## src/hdl/b64e_pkg.sv

```systemverilog
// ----------------------------------------------------------------------------
// b64e_pkg
// Shared types, character codes and the sextet-to-character mapping for the
// base64 encoder.
// ----------------------------------------------------------------------------
package b64e_pkg;

  localparam logic [6:0] CharUpperA = 7'd65;
  localparam logic [6:0] CharLowerA = 7'd97;
  localparam logic [6:0] CharZero   = 7'd48;
  localparam logic [6:0] CharPlus   = 7'd43;
  localparam logic [6:0] CharSlash  = 7'd47;
  localparam logic [6:0] CharPad    = 7'd61;

  // bytes held in one group
  localparam logic [1:0] CountOne  = 2'd1;
  localparam logic [1:0] CountTwo  = 2'd2;
  localparam logic [1:0] CountFull = 2'd3;

  // one group handed from the front to the back
  typedef struct packed {
    logic [7:0] b0;
    logic [7:0] b1;
    logic [7:0] b2;
    logic [1:0] count;
    logic       final_grp;
  } group_t;

  function automatic logic [6:0] sextet_char(input logic [5:0] v);
    logic [6:0] c;
    c = CharSlash;
    if (v < 6'd26) begin
      c = CharUpperA + {1'b0, v};
    end else if (v < 6'd52) begin
      c = CharLowerA + {1'b0, v} - 7'd26;
    end else if (v < 6'd62) begin
      c = CharZero + {1'b0, v} - 7'd52;
    end else if (v == 6'd62) begin
      c = CharPlus;
    end
    return c;
  endfunction

endpackage

```

## src/hdl/base64_encoder.sv

```systemverilog
// ----------------------------------------------------------------------------
// base64_encoder
// Base64 encoder with pad characters, one byte in and one character out.
// ----------------------------------------------------------------------------
// Bytes are taken one per cycle while the group queue has room; every third
// byte, or a byte marked final, closes a group of four characters. The output
// port sends one character per cycle while out_stall_i is low, so the
// sustained byte rate is set by the single-character output register. The
// queue holds QueueDepth groups so that input and output can stall
// independently. A final group of one or two bytes ends in two or one '='
// characters and its fourth character carries out_last_o.
module base64_encoder #(
  parameter int QueueDepth = 2
) (
  input  logic       clk_i,
  input  logic       rst_ni,
  input  logic       in_valid_i,
  output logic       in_stall_o,
  input  logic [7:0] data_byte_i,
  input  logic       final_byte_i,
  output logic       out_valid_o,
  input  logic       out_stall_i,
  output logic [6:0] out_char_o,
  output logic       out_last_o
);
  import b64e_pkg::*;

  group_t push_data, pop_data;
  logic   push, pop, full, empty;

  b64e_front u_front (
    .clk_i        (clk_i),
    .rst_ni       (rst_ni),
    .in_valid_i   (in_valid_i),
    .in_stall_o   (in_stall_o),
    .data_byte_i  (data_byte_i),
    .final_byte_i (final_byte_i),
    .q_full_i     (full),
    .q_push_o     (push),
    .q_data_o     (push_data)
  );

  b64e_queue #(
    .Depth (QueueDepth)
  ) u_queue (
    .clk_i       (clk_i),
    .rst_ni      (rst_ni),
    .push_i      (push),
    .push_data_i (push_data),
    .full_o      (full),
    .pop_i       (pop),
    .empty_o     (empty),
    .pop_data_o  (pop_data)
  );

  b64e_back u_back (
    .clk_i       (clk_i),
    .rst_ni      (rst_ni),
    .q_empty_i   (empty),
    .q_data_i    (pop_data),
    .q_pop_o     (pop),
    .out_valid_o (out_valid_o),
    .out_stall_i (out_stall_i),
    .out_char_o  (out_char_o),
    .out_last_o  (out_last_o)
  );

endmodule

```

## src/hdl/b64e_front.sv

```systemverilog
// ----------------------------------------------------------------------------
// b64e_front
// Accepts input bytes, gathers them into groups of up to three and pushes a
// finished or final group into the queue.
// ----------------------------------------------------------------------------
module b64e_front (
  input  logic            clk_i,
  input  logic            rst_ni,
  input  logic            in_valid_i,
  output logic            in_stall_o,
  input  logic [7:0]      data_byte_i,
  input  logic            final_byte_i,
  input  logic            q_full_i,
  output logic            q_push_o,
  output b64e_pkg::group_t q_data_o
);
  import b64e_pkg::*;

  localparam logic [1:0] PhaseEmpty = 2'd0;
  localparam logic [1:0] PhaseOne   = 2'd1;
  localparam logic [1:0] PhaseTwo   = 2'd2;

  logic [1:0] phase_q, phase_d;
  logic [7:0] h0_q, h0_d, h1_q, h1_d;
  logic       accept;

  assign in_stall_o = q_full_i;
  assign accept     = in_valid_i && !q_full_i;

  always_comb begin
    phase_d            = phase_q;
    h0_d               = h0_q;
    h1_d               = h1_q;
    q_push_o           = 1'b0;
    q_data_o.b0        = data_byte_i;
    q_data_o.b1        = 8'd0;
    q_data_o.b2        = 8'd0;
    q_data_o.count     = CountOne;
    q_data_o.final_grp = 1'b1;
    unique case (phase_q)
      PhaseOne: begin
        q_data_o.b0    = h0_q;
        q_data_o.b1    = data_byte_i;
        q_data_o.count = CountTwo;
        if (accept) begin
          if (final_byte_i) begin
            q_push_o = 1'b1;
            phase_d  = PhaseEmpty;
          end else begin
            h1_d    = data_byte_i;
            phase_d = PhaseTwo;
          end
        end
      end
      PhaseTwo: begin
        q_data_o.b0        = h0_q;
        q_data_o.b1        = h1_q;
        q_data_o.b2        = data_byte_i;
        q_data_o.count     = CountFull;
        q_data_o.final_grp = final_byte_i;
        if (accept) begin
          q_push_o = 1'b1;
          phase_d  = PhaseEmpty;
        end
      end
      default: begin
        // empty group; the unused code behaves the same
        if (accept) begin
          if (final_byte_i) begin
            q_push_o = 1'b1;
            phase_d  = PhaseEmpty;
          end else begin
            h0_d    = data_byte_i;
            phase_d = PhaseOne;
          end
        end
      end
    endcase
  end

  always_ff @(posedge clk_i or negedge rst_ni) begin
    if (!rst_ni) begin
      phase_q <= PhaseEmpty;
    end else begin
      phase_q <= phase_d;
    end
  end

  always_ff @(posedge clk_i) begin
    h0_q <= h0_d;
    h1_q <= h1_d;
  end

endmodule

```

## src/hdl/b64e_queue.sv

```systemverilog
// ----------------------------------------------------------------------------
// b64e_queue
// Short group queue between the front and the back of the encoder.
// ----------------------------------------------------------------------------
module b64e_queue #(
  parameter int Depth = 2
) (
  input  logic             clk_i,
  input  logic             rst_ni,
  input  logic             push_i,
  input  b64e_pkg::group_t push_data_i,
  output logic             full_o,
  input  logic             pop_i,
  output logic             empty_o,
  output b64e_pkg::group_t pop_data_o
);
  import b64e_pkg::*;

  localparam int AW = (Depth > 1) ? $clog2(Depth) : 1;
  localparam int CW = $clog2(Depth + 1);

  group_t          mem_q [Depth];
  logic [AW-1:0]   wr_ptr_q, rd_ptr_q;
  logic [CW-1:0]   cnt_q;
  logic            do_push, do_pop;

  assign full_o     = (cnt_q == CW'(Depth));
  assign empty_o    = (cnt_q == '0);
  assign do_push    = push_i && !full_o;
  assign do_pop     = pop_i && !empty_o;
  assign pop_data_o = mem_q[rd_ptr_q];

  always_ff @(posedge clk_i or negedge rst_ni) begin
    if (!rst_ni) begin
      wr_ptr_q <= '0;
      rd_ptr_q <= '0;
      cnt_q    <= '0;
    end else begin
      if (do_push) begin
        wr_ptr_q <= (wr_ptr_q == AW'(Depth - 1)) ? '0 : wr_ptr_q + 1'b1;
      end
      if (do_pop) begin
        rd_ptr_q <= (rd_ptr_q == AW'(Depth - 1)) ? '0 : rd_ptr_q + 1'b1;
      end
      if (do_push && !do_pop) begin
        cnt_q <= cnt_q + 1'b1;
      end else if (do_pop && !do_push) begin
        cnt_q <= cnt_q - 1'b1;
      end
    end
  end

  always_ff @(posedge clk_i) begin
    if (do_push) begin
      mem_q[wr_ptr_q] <= push_data_i;
    end
  end

endmodule

```

## src/hdl/b64e_back.sv

```systemverilog
// ----------------------------------------------------------------------------
// b64e_back
// Takes groups from the queue and sends their four characters, one per
// transfer, through an output register.
// ----------------------------------------------------------------------------
module b64e_back (
  input  logic             clk_i,
  input  logic             rst_ni,
  input  logic             q_empty_i,
  input  b64e_pkg::group_t q_data_i,
  output logic             q_pop_o,
  output logic             out_valid_o,
  input  logic             out_stall_i,
  output logic [6:0]       out_char_o,
  output logic             out_last_o
);
  import b64e_pkg::*;

  group_t     grp_q;
  logic       grp_valid_q;
  logic [1:0] pos_q;
  logic       out_valid_q;
  logic [6:0] out_char_q;
  logic       out_last_q;
  logic       load;
  logic       grp_done;
  logic [5:0] sextet;
  logic [6:0] next_char;
  logic       next_last;

  // output register is free when empty or being taken this cycle
  assign load     = grp_valid_q && (!out_valid_q || !out_stall_i);
  assign grp_done = load && (pos_q == 2'd3);
  assign q_pop_o  = !q_empty_i && (!grp_valid_q || grp_done);

  always_comb begin
    case (pos_q)
      2'd0:    sextet = grp_q.b0[7:2];
      2'd1:    sextet = {grp_q.b0[1:0], grp_q.b1[7:4]};
      2'd2:    sextet = {grp_q.b1[3:0], grp_q.b2[7:6]};
      default: sextet = grp_q.b2[5:0];
    endcase
    next_char = sextet_char(sextet);
    if ((pos_q == 2'd3) && (grp_q.count != CountFull)) begin
      next_char = CharPad;
    end
    if ((pos_q == 2'd2) && (grp_q.count == CountOne)) begin
      next_char = CharPad;
    end
    next_last = grp_q.final_grp && (pos_q == 2'd3);
  end

  always_ff @(posedge clk_i or negedge rst_ni) begin
    if (!rst_ni) begin
      grp_valid_q <= 1'b0;
      pos_q       <= 2'd0;
      out_valid_q <= 1'b0;
    end else begin
      if (q_pop_o) begin
        grp_valid_q <= 1'b1;
        pos_q       <= 2'd0;
      end else if (grp_done) begin
        grp_valid_q <= 1'b0;
        pos_q       <= 2'd0;
      end else if (load) begin
        pos_q <= pos_q + 2'd1;
      end
      if (load) begin
        out_valid_q <= 1'b1;
      end else if (!out_stall_i) begin
        out_valid_q <= 1'b0;
      end
    end
  end

  always_ff @(posedge clk_i) begin
    if (q_pop_o) begin
      grp_q <= q_data_i;
    end
    if (load) begin
      out_char_q <= next_char;
      out_last_q <= next_last;
    end
  end

  assign out_valid_o = out_valid_q;
  assign out_char_o  = out_char_q;
  assign out_last_o  = out_last_q;

endmodule

```

## config.mk

```make
export PLATFORM = sky130hd
export DESIGN_NAME = base64_encoder
export DESIGN_NICKNAME = d
export VERILOG_FILES = /design/src/hdl/b64e_pkg.sv /design/src/hdl/base64_encoder.sv /design/src/hdl/b64e_front.sv /design/src/hdl/b64e_queue.sv /design/src/hdl/b64e_back.sv
export SDC_FILE = /design/constraint.sdc
export NUM_CORES = 1
export LEC_CHECK = 0
export BUFFER_PORTS_ARGS = -buffer_cell sky130_fd_sc_hd__buf_2
export CORE_MARGIN = 2
export CORE_UTILIZATION = 60
export DETAILED_ROUTE_END_ITERATION = 10
export GPL_TIMING_DRIVEN = 0
export PLACE_DENSITY = 0.87
export SYNTH_ARGS = -nofsm -noshare
export SYNTH_HDL_FRONTEND = slang
export SYNTH_HIERARCHICAL = 1
export SYNTH_SLANG_ARGS = --single-unit
```

## constraint.sdc

```tcl
create_clock -name clk_i -period 5.2 [get_ports clk_i]
set_input_delay 0.26 -clock clk_i [delete_from_list [all_inputs] [get_ports clk_i]]
set_output_delay 0.26 -clock clk_i [all_outputs]
set_load 0.03 [all_outputs]
```

# After elaboration in Yosys (flattened, before gate mapping)
# Memory sizes are Yosys's and may differ from the RTL's. A register that Yosys moved wholly into a read port is not among the register bits.
# Cells that the tools add are included.
[totals] memories=1 ram_bits=54 inputBits=13 register_bits=34 wordCells=98
[classes] n_addsub=10 muxes=32 n_reduce_logical=29 n_eq_ne=10 bitwise_logic=2 magnitude_cmp=3
[memory_table] memory="u_queue.mem_q" depth=2 word_bits=27 read_ports=1 rd_ports_with_merged_regs=1 write_ports=1 line="b64e_queue.sv:22" source="group_t mem_q [Depth];"
[ops] op="one-hot mux 16 bit (2 select lines)" count=1
[ops] op="two-way mux 7 bit" count=3
[ops] op="two-way mux 2 bit" count=9
[ops] op="one-hot mux 6 bit (3 select lines)" count=1
[ops] op="adder 7 x 6 -> 7 bit (first input constant)" count=2
[ops] op="two-way mux 1 bit" count=14
[ops] op="less-than comparator 6 bit (second input constant)" count=2
[ops] op="logical AND 1 bit" count=11
[ops] op="== test 2 bit (second input constant)" count=4
[ops] op="two-way mux 8 bit" count=1
[ops] op="one-hot mux 2 bit (2 select lines)" count=2
[ops] op="adder 6 x 6 -> 7 bit (first input constant)" count=1
[ops] op="logical NOT 1 bit" count=7
[ops] op="subtractor 7 x 5 -> 7 bit (second input constant)" count=1
[ops] op="subtractor 7 x 6 -> 7 bit (second input constant)" count=1
[ops] op="== test 2 x 1 -> 1 bit (second input constant)" count=3
[ops] op="== test 6 bit (second input constant)" count=1
[ops] op="less-than comparator 6 x 5 -> 1 bit (second input constant)" count=1
[ops] op="AND reduction 3 bit" count=2
[ops] op="adder 2 x 1 -> 2 bit (second input constant)" count=2
[ops] op="logical NOT 2 bit" count=2
[ops] op="nonzero test 2 bit" count=2
[ops] op="OR reduction 2 bit" count=2
[ops] op="two-way mux 3 bit" count=1
[ops] op="other kinds (7)" count=10

# Logic depth before layout (Yosys ltp)
# Gate-level depths: netlist of run 1.
[logic_depth] ltp_word=10 depth_mapped=11 mapped_depth_nobuf=10

# Cells and area by module
# The synthesis of run 1 kept the hierarchy.
[by_module_without_submodules] mod="b64e_queue" cells_each=103 n_inst=1 area_each_um2=2244.7 seq_area_each_um2=1721.7
[by_module_without_submodules] mod="b64e_back" cells_each=143 n_inst=1 area_each_um2=1818.0 seq_area_each_um2=1151.1
[by_module_without_submodules] mod="b64e_front" cells_each=89 n_inst=1 area_each_um2=933.4 seq_area_each_um2=530.5

# Worst setup path before layout of run 1
# Ideal clock, no wire load.
[synth_timing] path_kind="register to register" from="reg u_back.out_valid_q (netlist: u_back/out_valid_o)" to="reg u_queue.cnt_q[1]" n_path_buf=0 path_stages_with_launch=9 setup_ns=0.079 required_time_ns=5.121 arrival_ns=3.716 period_less_slack_ns=3.795 slack_ns=1.405 cell_sequence="dfrtp_1 -> a21boi_1 -> nand2_1 -> a21oi_1 -> o21ai_1 -> ha_1 -> xor2_1 -> nor2_1 -> xor2_1"
[synth_between] elab_chain_len=10
[synth_rtl] item="from (decl)" line="b64e_back.sv:22" source="logic out_valid_q;"
[synth_rtl] item="from (signal assigned)" line="b64e_back.sv:57" source="out_valid_q <= 1'b0;"
[synth_rtl] item="from (signal assigned)" line="b64e_back.sv:69" source="out_valid_q <= 1'b1;"
[synth_rtl] item="from (signal assigned)" line="b64e_back.sv:71" source="out_valid_q <= 1'b0;"
[synth_rtl] item="logical NOT 1 bit (*)" line="b64e_back.sv:32" source="assign load = grp_valid_q && (!out_valid_q || !out_stall_i);"
[synth_rtl] item="logical OR 1 bit (*)" line="b64e_back.sv:32"
[synth_rtl] item="logical AND 1 bit (*)" line="b64e_back.sv:32"
[synth_rtl] item="via u_back.load" line="b64e_back.sv:25" source="logic load;"
[synth_rtl] item="logical AND 1 bit (*)" line="b64e_back.sv:33" source="assign grp_done = load && (pos_q == 2'd3);"
[synth_rtl] item="logical OR 1 bit (*)" line="b64e_back.sv:34" source="assign q_pop_o = !q_empty_i && (!grp_valid_q || grp_done);"
[synth_rtl] item="logical AND 1 bit (*)" line="b64e_back.sv:34"
[synth_rtl] item="via pop" line="base64_encoder.sv:29" source="logic push, pop, full, empty;"
[synth_rtl] item="logical AND 1 bit (*)" line="b64e_queue.sv:30" source="assign do_pop = pop_i && !empty_o;"
[synth_rtl] item="logical NOT 1 bit" line="b64e_queue.sv:45" source="if (do_push && !do_pop) begin"
[synth_rtl] item="logical AND 1 bit" line="b64e_queue.sv:45"
[synth_rtl] item="two-way mux 2 bit or nonzero test 2 bit (tied branches)"
[synth_rtl] item="to (signal assigned)" line="b64e_queue.sv:46" source="cnt_q <= cnt_q + 1'b1;"
[synth_rtl] item="to (signal assigned)" line="b64e_queue.sv:48" source="cnt_q <= cnt_q - 1'b1;"
[synth_rtl] item="to (decl)" line="b64e_queue.sv:24" source="logic [CW-1:0] cnt_q;"
# Mark *: on every way through the listed nets, which the timed path passes. The rest lies on a longest branch.
# A chain may end at the register's enable or synchronous reset.

# Worst setup path in the final report of run 1
[layout_timing] from="reg u_back.grp_valid_q" to="reg u_queue.cnt_q[1]"
[layout_between] elab_chain_len=8
[layout_rtl] item="from (decl)" line="b64e_back.sv:20" source="logic grp_valid_q;"
[layout_rtl] item="from (signal assigned)" line="b64e_back.sv:55" source="grp_valid_q <= 1'b0;"
[layout_rtl] item="from (signal assigned)" line="b64e_back.sv:60" source="grp_valid_q <= 1'b1;"
[layout_rtl] item="from (signal assigned)" line="b64e_back.sv:63" source="grp_valid_q <= 1'b0;"
[layout_rtl] item="logical AND 1 bit (*)" line="b64e_back.sv:32"
[layout_rtl] item="via u_back.load" line="b64e_back.sv:25"
[layout_rtl] item="logical AND 1 bit (*)" line="b64e_back.sv:33"
[layout_rtl] item="logical OR 1 bit (*)" line="b64e_back.sv:34"
[layout_rtl] item="logical AND 1 bit (*)" line="b64e_back.sv:34"
[layout_rtl] item="via pop" line="base64_encoder.sv:29"
[layout_rtl] item="logical AND 1 bit (*)" line="b64e_queue.sv:30"
[layout_rtl] item="logical NOT 1 bit" line="b64e_queue.sv:45"
[layout_rtl] item="logical AND 1 bit" line="b64e_queue.sv:45"
[layout_rtl] item="two-way mux 2 bit or nonzero test 2 bit (tied branches)"
# Marks and branches as above.

==> metrics.cfg, run 1 <==
[status]
outcome=finished, final reports clean

[logic_synthesis]
cell_area_synth_um2=5000
ys_ff_latch=115
netlist_top_cells_count=105 x sky130_fd_sc_hd__edfxtp_1, 21 x sky130_fd_sc_hd__o21ai_0, 19 x sky130_fd_sc_hd__mux2_4, 19 x sky130_fd_sc_hd__nand2_1, 17 x sky130_fd_sc_hd__nor2_1
yosysTopAreaCellShare_pct=63.1
avgSynthCellArea_um2=14.9
synthesis.yosys.warnings=6
ys_seq_area_share_pct=68.1
ys_top_cells_by_area=sky130_fd_sc_hd__edfxtp_1 63%, sky130_fd_sc_hd__mux2_4 5.7%, sky130_fd_sc_hd__dfrtp_1 5.0%
synth_enable_flop_cells=105
synthFlopType=sky130_fd_sc_hd__edfxtp_1
synthesis.instances=335
synthDistinctLibCells=44
post-synth-top-area-cell=sky130_fd_sc_hd__edfxtp_1
yosysMostFrequentCell=sky130_fd_sc_hd__edfxtp_1
synthesis.nets=359
synth-async-reset-ratio_pct=8.70

[cts]
cts_hold_buffers=10
clk_latency_ns=0.52
cts.htree.levels=4
root_buffer_cell=sky130_fd_sc_hd__clkbuf_8
clk_pin_slew_ns=0.06
cts_tree=yes
numClockSinks=115
number_of_cts_inserted_buffers=17
cts-root-to-sink-buffers=2
cts.repair.resized=0
cts_setup_buffers=0

[sta]
final-hold-violation-count=0
worstMarginPinSlew_ns=1.19
min_period_over_period_pct=59.6
maxSlewViolCount=0
final_period_minus_worst_setup_slack_ns=3.10
whs_ns=0.0730
timing.clock.skew_ns=0.00556
final.setup.tns_ns=0
timing.max_slew.rel_slack_pct=20.8
rsz_0062_raised_after_global_routing=false
max_freq_mhz=323
setup_viol_count_final=0

[grt]
via_count_of_the_first_global_routing_pass=3037
grt_antenna_before_repair=0
wire_length_of_the_first_global_routing_pass_mm=15.4
global_route.usage.total_pct=24.0
global_route.overflow_total=0
pin_count_of_the_biggest_net_entering_global_routing=28

[pwr]
power.density_nw_per_um2=652
vdd_ir_drop_max_uv=365
p_switching_uw=1310
netSwitchingFraction_pct=33.7
power.static_leakage_uw=0.00223
p_seq_share_pct=35.3
p_int_uw=2580
combinationalPowerShare_pct=35.0
clkPwrFrac_pct=29.7

[finish]
post-route-util_pct=73.4
n_antenna_cell=0
area_delta_synth_final_pct=19.5
fraction_of_layout_instances_using_a_drive_strength_above_1_pct=24.9
final.fill_count=455
num-nets-final=412
fin_area_um2=5970

[die]
coreArea_um2=8130
rows=33
fp.dieArea_um2=9070
initial_core_util_pct=61.4
io_pins=23
die_h_um=95.3
die-width_um=95.3

[setup_path]
worstSetupEndpointType=flip-flop
arrival_ns=3.53
worstReg2RegStart=u_back/grp_valid_q$_DFFE_PN0P_
critPathLaunchType=flip-flop
ff2ff_path_depth=8
reg_to_reg_critical_path_endpoint=u_queue/cnt_q[1]$_DFFE_PN0P_
worst-r2r-setup-slack_ns=2.10
critical_path.max_fanout=13
worst_ep_required_time_ns=5.63
criticalPathCategory=flip-flop to flip-flop

[route]
routed_wl_mm=9.64
drc=0
antenna_violating_nets_post_route=0
wl_per_cell_um=19.1
via_density_per_instance=5.95
drt_pass1_iterations=5
num_vias=3009
drt_iter0_drc=297

[min_path]
timing.hold.worst_endpoint=u_front/phase_q[1]$_DFFE_PN0P_
worst_hold_path_type=input port to flip-flop
hold_start=final_byte_i
hold_path_depth=3

[placement]
dpl-instance-area_um2=5270
place.port_buffers=22
placer_congestion=0.909
placed_wire_length_estimate_after_detailed_placement_mm=6.01

[job]
drv.max_cap_violation_count=0

cell type report:
cell class | count | area [µm²] | share of cell area, %
Clock inverter | 15 | 181 | 3.04
Buffer | 13 | 105 | 1.76
Timing Repair Buffer | 34 | 240 | 4.02
Inverter | 15 | 56.3 | 0.943
Sequential cell | 115 | 3400 | 57.0
Multi-Input combinational cell | 192 | 1440 | 24.1
Clock buffer | 17 | 414 | 6.94
Tap cell | 105 | 131 | 2.20
per-layer routing:
layer	global-route usage, %	vias to the layer above	part of all wire [%]	wire length (µm)
met3	6.64	23	5.0	486
met2	43.5	135	55	5310
met1	26.4	1472	38	3670
met5	0	-	0	0
li1	-	1379	-	-
met4	10.1	0	1.9	182
state kept, by name (all words and copies together) (netlist names):
register,flops
u_back/out_valid_o,1
u_back/grp_valid_q,1
u_queue/cnt_q,2
u_front/h1_q,8
u_queue/rd_ptr_q,1
u_front/h0_q,8
u_front/phase_q,2
u_queue/wr_ptr_q,1
u_back/out_last_o,1
u_queue/mem_q,54
u_back/out_char_o,7
u_back/pos_q,2
u_back/grp_q,27
worst max-delay path by stage:
stage,depth (start not counted),startpoint,to,slack [ns]
floorplan,8,u_back/out_valid_o$_DFFE_PN0P_,u_queue/cnt_q[1]$_DFFE_PN0P_,1.40
CTS,8,u_back/grp_valid_q$_DFFE_PN0P_,u_queue/cnt_q[1]$_DFFE_PN0P_,2.09
finish,8,u_back/grp_valid_q$_DFFE_PN0P_,u_queue/cnt_q[1]$_DFFE_PN0P_,2.10
global route,8,u_back/grp_valid_q$_DFFE_PN0P_,u_queue/cnt_q[1]$_DFFE_PN0P_,1.81
detailed placement,11,u_back/pos_q[0]$_DFFE_PN0P_,u_back/out_char_o[4]$_SDFFCE_PP1P_,2.18
global placement,8,u_back/grp_valid_q$_DFFE_PN0P_,u_queue/cnt_q[1]$_DFFE_PN0P_,0.82
logic make-up (layout without fill, tap and decap cells):
group                      after synthesis  after routing  share of synthesized area (%)
and+or+nand+nor                         78             78                           7.84
AOI/OAI and AO/OA                       66             66                           8.64
DFF                                    115            115                           68.1
adders and majority gates               11             11                           2.75
muxes                                   31             31                           8.36
xor gates and xnor gates                 6              6                           1.05
buffers and inverters                   28             94                           3.23
metrics by stage:
step                      instances  power [µW]  setup slack, ns
final                           506        3890             2.10
after global routing            506        4090             1.81
after CTS                       506        3890             2.09
after detailed placement        464        2710             2.18
after global placement          462        2620            0.822
after floorplan                 335        2400             1.40
worst max-delay path, stage by stage, from the launching register on:
cell                       delay (ns)
sky130_fd_sc_hd__dfrtp_1         0.42
sky130_fd_sc_hd__a21boi_1        0.92
sky130_fd_sc_hd__nand2_1         0.23
sky130_fd_sc_hd__a21oi_2         0.52
sky130_fd_sc_hd__o21ai_1         0.22
sky130_fd_sc_hd__ha_1            0.25
sky130_fd_sc_hd__xor2_1          0.15
sky130_fd_sc_hd__nor2_1          0.12
sky130_fd_sc_hd__xor2_1          0.17
power groups by stage:
| stage | registers, µW | logic (µW) | clock network [µW] |
|---|---|---|---|
| 4_1_cts | 1380 | 1350 | 1170 |
| 5_1_grt | 1390 | 1490 | 1210 |
| 3_5_place_dp | 1390 | 1320 | 0 |
| 3_3_place_gp | 1380 | 1240 | 0 |
| 2_1_floorplan | 1430 | 963 | 0 |
| 6_report | 1380 | 1360 | 1160 |
placed cells by master, fill, tap and decap left out, types with 2 or more instances in the layout:
cell type                       count
sky130_fd_sc_hd__edfxtp_1         105
sky130_fd_sc_hd__buf_2             26
sky130_fd_sc_hd__o21ai_0           21
sky130_fd_sc_hd__nand2_1           19
sky130_fd_sc_hd__mux2_4            19
sky130_fd_sc_hd__clkbuf_16         16
sky130_fd_sc_hd__nor2_1            16
sky130_fd_sc_hd__inv_1             14
sky130_fd_sc_hd__a21oi_1           13
sky130_fd_sc_hd__ha_1              11
sky130_fd_sc_hd__dlygate4sd3_1     10
sky130_fd_sc_hd__mux2_2            10
sky130_fd_sc_hd__dfrtp_1           10
sky130_fd_sc_hd__and2_1             9
sky130_fd_sc_hd__a22oi_1            9
sky130_fd_sc_hd__nand3_1            8
sky130_fd_sc_hd__nor3_1             7
sky130_fd_sc_hd__a222oi_1           6
sky130_fd_sc_hd__or3_1              5
sky130_fd_sc_hd__nor2b_1            4
sky130_fd_sc_hd__xnor2_1            4
sky130_fd_sc_hd__inv_6              3
sky130_fd_sc_hd__clkinv_4           3
sky130_fd_sc_hd__bufinv_16          3
sky130_fd_sc_hd__buf_4              3
sky130_fd_sc_hd__a21o_1             3
sky130_fd_sc_hd__a31oi_1            3
sky130_fd_sc_hd__clkbuf_1           3
sky130_fd_sc_hd__nand2b_1           3
sky130_fd_sc_hd__clkinvlp_4         2
sky130_fd_sc_hd__clkinv_1           2
sky130_fd_sc_hd__a21oi_2            2
sky130_fd_sc_hd__mux2i_1            2
sky130_fd_sc_hd__or3b_1             2
sky130_fd_sc_hd__buf_8              2
sky130_fd_sc_hd__buf_12             2
sky130_fd_sc_hd__xor2_1             2
Power figures use the tool's default switching activity.
==> inputs of run 2 (changes only) <==
--- a/config.mk
+++ b/config.mk
@@ -5,12 +5,13 @@
 export SDC_FILE = /design/constraint.sdc
 export NUM_CORES = 1
 export LEC_CHECK = 0
+export ABC_AREA = 1
 export BUFFER_PORTS_ARGS = -buffer_cell sky130_fd_sc_hd__buf_2
 export CORE_MARGIN = 2
-export CORE_UTILIZATION = 60
+export CORE_UTILIZATION = 55
 export DETAILED_ROUTE_END_ITERATION = 10
 export GPL_TIMING_DRIVEN = 0
-export PLACE_DENSITY = 0.87
+export PLACE_DENSITY = 0.84
 export SYNTH_ARGS = -nofsm -noshare
 export SYNTH_HDL_FRONTEND = slang
 export SYNTH_HIERARCHICAL = 1
==> constraint.sdc (replaced) <==
create_clock -name clk_i -period 2.6 [get_ports clk_i]
set_input_delay 0.13 -clock clk_i [delete_from_list [all_inputs] [get_ports clk_i]]
set_output_delay 0.13 -clock clk_i [all_outputs]
set_load 0.03 [all_outputs]
==> run 2 against run 1 <==
Net effect: core utilization down 6.1 points; global-route usage down 2.8 points; first-iteration DRC count up 8.1%; hold slack worse by 0.057 ns; clock skew up 0.0025 ns; synthesized cell count up 44%; highest routed layer unchanged.
==> metrics.cfg, run 2 <==
[setup_path]
crit_chain=inv_1, ha_1, nand2_1, nand2_1, inv_1, a21oi_2, ha_1, nand2_1, xor2_1, o21ai_0, inv_1, nand2_1
criticalPathCategory=flip-flop to flip-flop
worstReg2RegStart=u_back/pos_q[0]$_DFFE_PN0P_
worst_ep_required_time_ns=2.87
path_buf_inv=3
worstSetupEndpointType=flip-flop
crit_top_cell=sky130_fd_sc_hd__nand2_1
startpoint=u_back/pos_q[0]$_DFFE_PN0P_
critPathLaunchType=flip-flop
critical-path-top-delay-family=adder cells
cell_at_the_slowest_stage_of_the_critical_path=sky130_fd_sc_hd__dfrtp_1
critical_path.max_fanout=7
cp_slowest_stage_delay_ns=0.40
arrival_ns=2.63

[cts]
clk_latency_ns=0.51
cts-root-to-sink-buffers=2
cts.htree.levels=4
root_buffer_cell=sky130_fd_sc_hd__clkbuf_8
number_of_cts_inserted_buffers=17
numClockSinks=115
clk_pin_slew_ns=0.06
cts_tree=yes

[route]
routed-wl-met2_mm=5.52
drt_iter0_drc=321
num_vias=3481
routed_wl_mm=9.86
met3WireLength_um=529
antenna_violating_nets_post_route=0
top_layer=met4
via_density_per_instance=5.27
wl_met1_mm=3.68
drt_pass1_iterations=6
drc=0
wl_per_cell_um=14.9

[logic_synthesis]
synthDistinctLibCells=36
synthesis.instances=481
synthesis.nets=505
yosysMostFrequentCell=sky130_fd_sc_hd__nand2_1
ys_seq_area_share_pct=66.0
adder_and_majority_gate_portion_of_the_synthesized_area_pct=2.67
yosysTopAreaCellShare_pct=61.1
ys_top_cells_by_area=sky130_fd_sc_hd__edfxtp_1 61%, sky130_fd_sc_hd__nand2_1 14%, sky130_fd_sc_hd__dfrtp_1 4.8%
synthSimpleGateAreaFrac_pct=21.8
synth-async-reset-ratio_pct=8.70
synth_enable_flop_cells=105
netlist_top_cells_count=196 x sky130_fd_sc_hd__nand2_1, 105 x sky130_fd_sc_hd__edfxtp_1, 35 x sky130_fd_sc_hd__inv_1, 24 x sky130_fd_sc_hd__nor2_1, 19 x sky130_fd_sc_hd__nand3_1
synthXorXnorAreaFrac_pct=0.509
dominant_combinational_cell_family_by_area_after_synthesis=simple AND/OR/NAND/NOR gates
avgSynthCellArea_um2=10.7
cell_area_synth_um2=5160
post-synth-top-area-cell=sky130_fd_sc_hd__edfxtp_1
synthesis.yosys.warnings=6
synthFlopType=sky130_fd_sc_hd__edfxtp_1
synthMuxAreaShare_pct=0
ys_ff_latch=115
synth-compound-area-share_pct=3.73

[status]
outcome=finished, final reports clean

[placement]
place.port_buffers=22
placer_congestion=0.892
dpl-instance-area_um2=5430
placedCellCount=615
placed_wire_length_estimate_after_detailed_placement_mm=6.20

[die]
die_h_um=101
coreArea_um2=9150
rows=35
initial_core_util_pct=56.4
io_pins=23
fp.dieArea_um2=10200
die-width_um=101

[pwr]
netSwitchingFraction_pct=39.0
p_seq_share_pct=34.5
combinationalPowerShare_pct=39.8
vdd_ir_drop_max_uv=759
p_int_uw=5200
total_power_uw=8530
p_switching_uw=3330
power.static_leakage_uw=0.00261
clkPwrFrac_pct=25.7
power.density_nw_per_um2=1390

[sta]
setup_viol_count_final=0
maxSlewViolCount=0
worstMarginPinSlew_ns=0.693
max_freq_mhz=423
min_period_over_period_pct=90.8
timing.max_slew.rel_slack_pct=53.7
final_period_minus_worst_setup_slack_ns=2.36
rsz_0062_raised_after_global_routing=false
final-hold-violation-count=0
timing.clock.skew_ns=0.00803

[finish]
top_register=u_queue/mem_q
reg_top3=u_queue/mem_q: 54 flops, u_back/grp_q: 27 flops
fraction_of_layout_instances_using_a_drive_strength_above_1_pct=19.6
num-nets-final=561
mostFrequentLayoutCells=196 x sky130_fd_sc_hd__nand2_1, 105 x sky130_fd_sc_hd__edfxtp_1, 34 x sky130_fd_sc_hd__inv_1
n_antenna_cell=0
area_delta_synth_final_pct=19.3
largest_reg_flops=54
post-route-util_pct=67.2
fin_area_um2=6150
layoutNonFillerInstCount=661
final_common_cell=sky130_fd_sc_hd__nand2_1

[grt]
pin_count_of_the_biggest_net_entering_global_routing=32
grt_antenna_before_repair=0
global_route.overflow_total=0
global_route.usage.total_pct=21.3
via_count_of_the_first_global_routing_pass=3486
wire_length_of_the_first_global_routing_pass_mm=16.1

[min_path]
worst_hold_path_type=input port to asynchronous set/reset pin

[job]
drv.max_cap_violation_count=0

==> run 2: path summary, 6_finish.rpt <==
check	to	slack (ns)	depth (start not counted)
max	u_back/out_char_o[4]$_SDFFCE_PP1P_	0.24	12
min	u_front/phase_q[0]$_DFFE_PN0P_	0.02	2
max reg2reg	u_back/out_char_o[4]$_SDFFCE_PP1P_	0.24	12
min reg2reg	u_queue/wr_ptr_q$_DFFE_PN0P_	0.50	2
max in group asynchronous	u_queue/rd_ptr_q$_DFFE_PN0P_	2.37	2
min in group clk_i	u_front/h0_q[1]$_DFFE_PP_	0.40	2
==> run 2: timing repair <==
item                                    in CTS  in global routing
cloned                                       0                  1
setup buffers                                0                  0
pin swaps                                    0                  1
endpoints found under the hold margin       49                  0
gates resized for setup                      1                  4
endpoints found under the setup margin       3                 44
hold buffers                                13                  0
==> run 2: through the flow <==
step	TNS (ns)	hold slack [ns]	setup WS, ns
after CTS	0	0.00547	0.0266
after detailed placement	-0.728	0.0159	-0.435
after floorplan	0	-0.166	0.0235
after global routing	0	0.0262	0.00598
after global placement	-15.94	0.00671	-0.573
final	0	0.0163	0.238
==> run 2: area by class of cell <==
class | instances | area (µm²)
repair buffers | 36 | 255
plain buffers | 12 | 101
clock buffers | 17 | 414
flip-flops and latches | 115 | 3400
well taps | 111 | 139
clock inverters | 15 | 156
inverters | 45 | 180
fillers | 611 | 3000
multi-input cells | 310 | 1510
==> run 2: cell families after synthesis <==
logic type	Yosys count
buf+inv	57
fa+ha+maj	11
xor+xnor	3
compound gates	32
simple gates	263
flops	115
==> run 2: layer usage <==
layer / vias to the layer above / global-route usage [%]
li1: 1695 / -
met5: - / 0
met4: 0 / 7.06
met3: 23 / 6.10
met2: 143 / 40.1
met1: 1620 / 22.5
==> run 2: power groups by stage <==
| stage | clock [µW] | sequential [µW] | combinational [µW] |
|---|---|---|---|
| global placement | 0 | 2960 | 3100 |
| finish | 2190 | 2940 | 3400 |
| detailed placement | 0 | 2980 | 3260 |
| global route | 2300 | 2990 | 3800 |
| floorplan | 0 | 3080 | 2410 |
| CTS | 2220 | 2940 | 3330 |
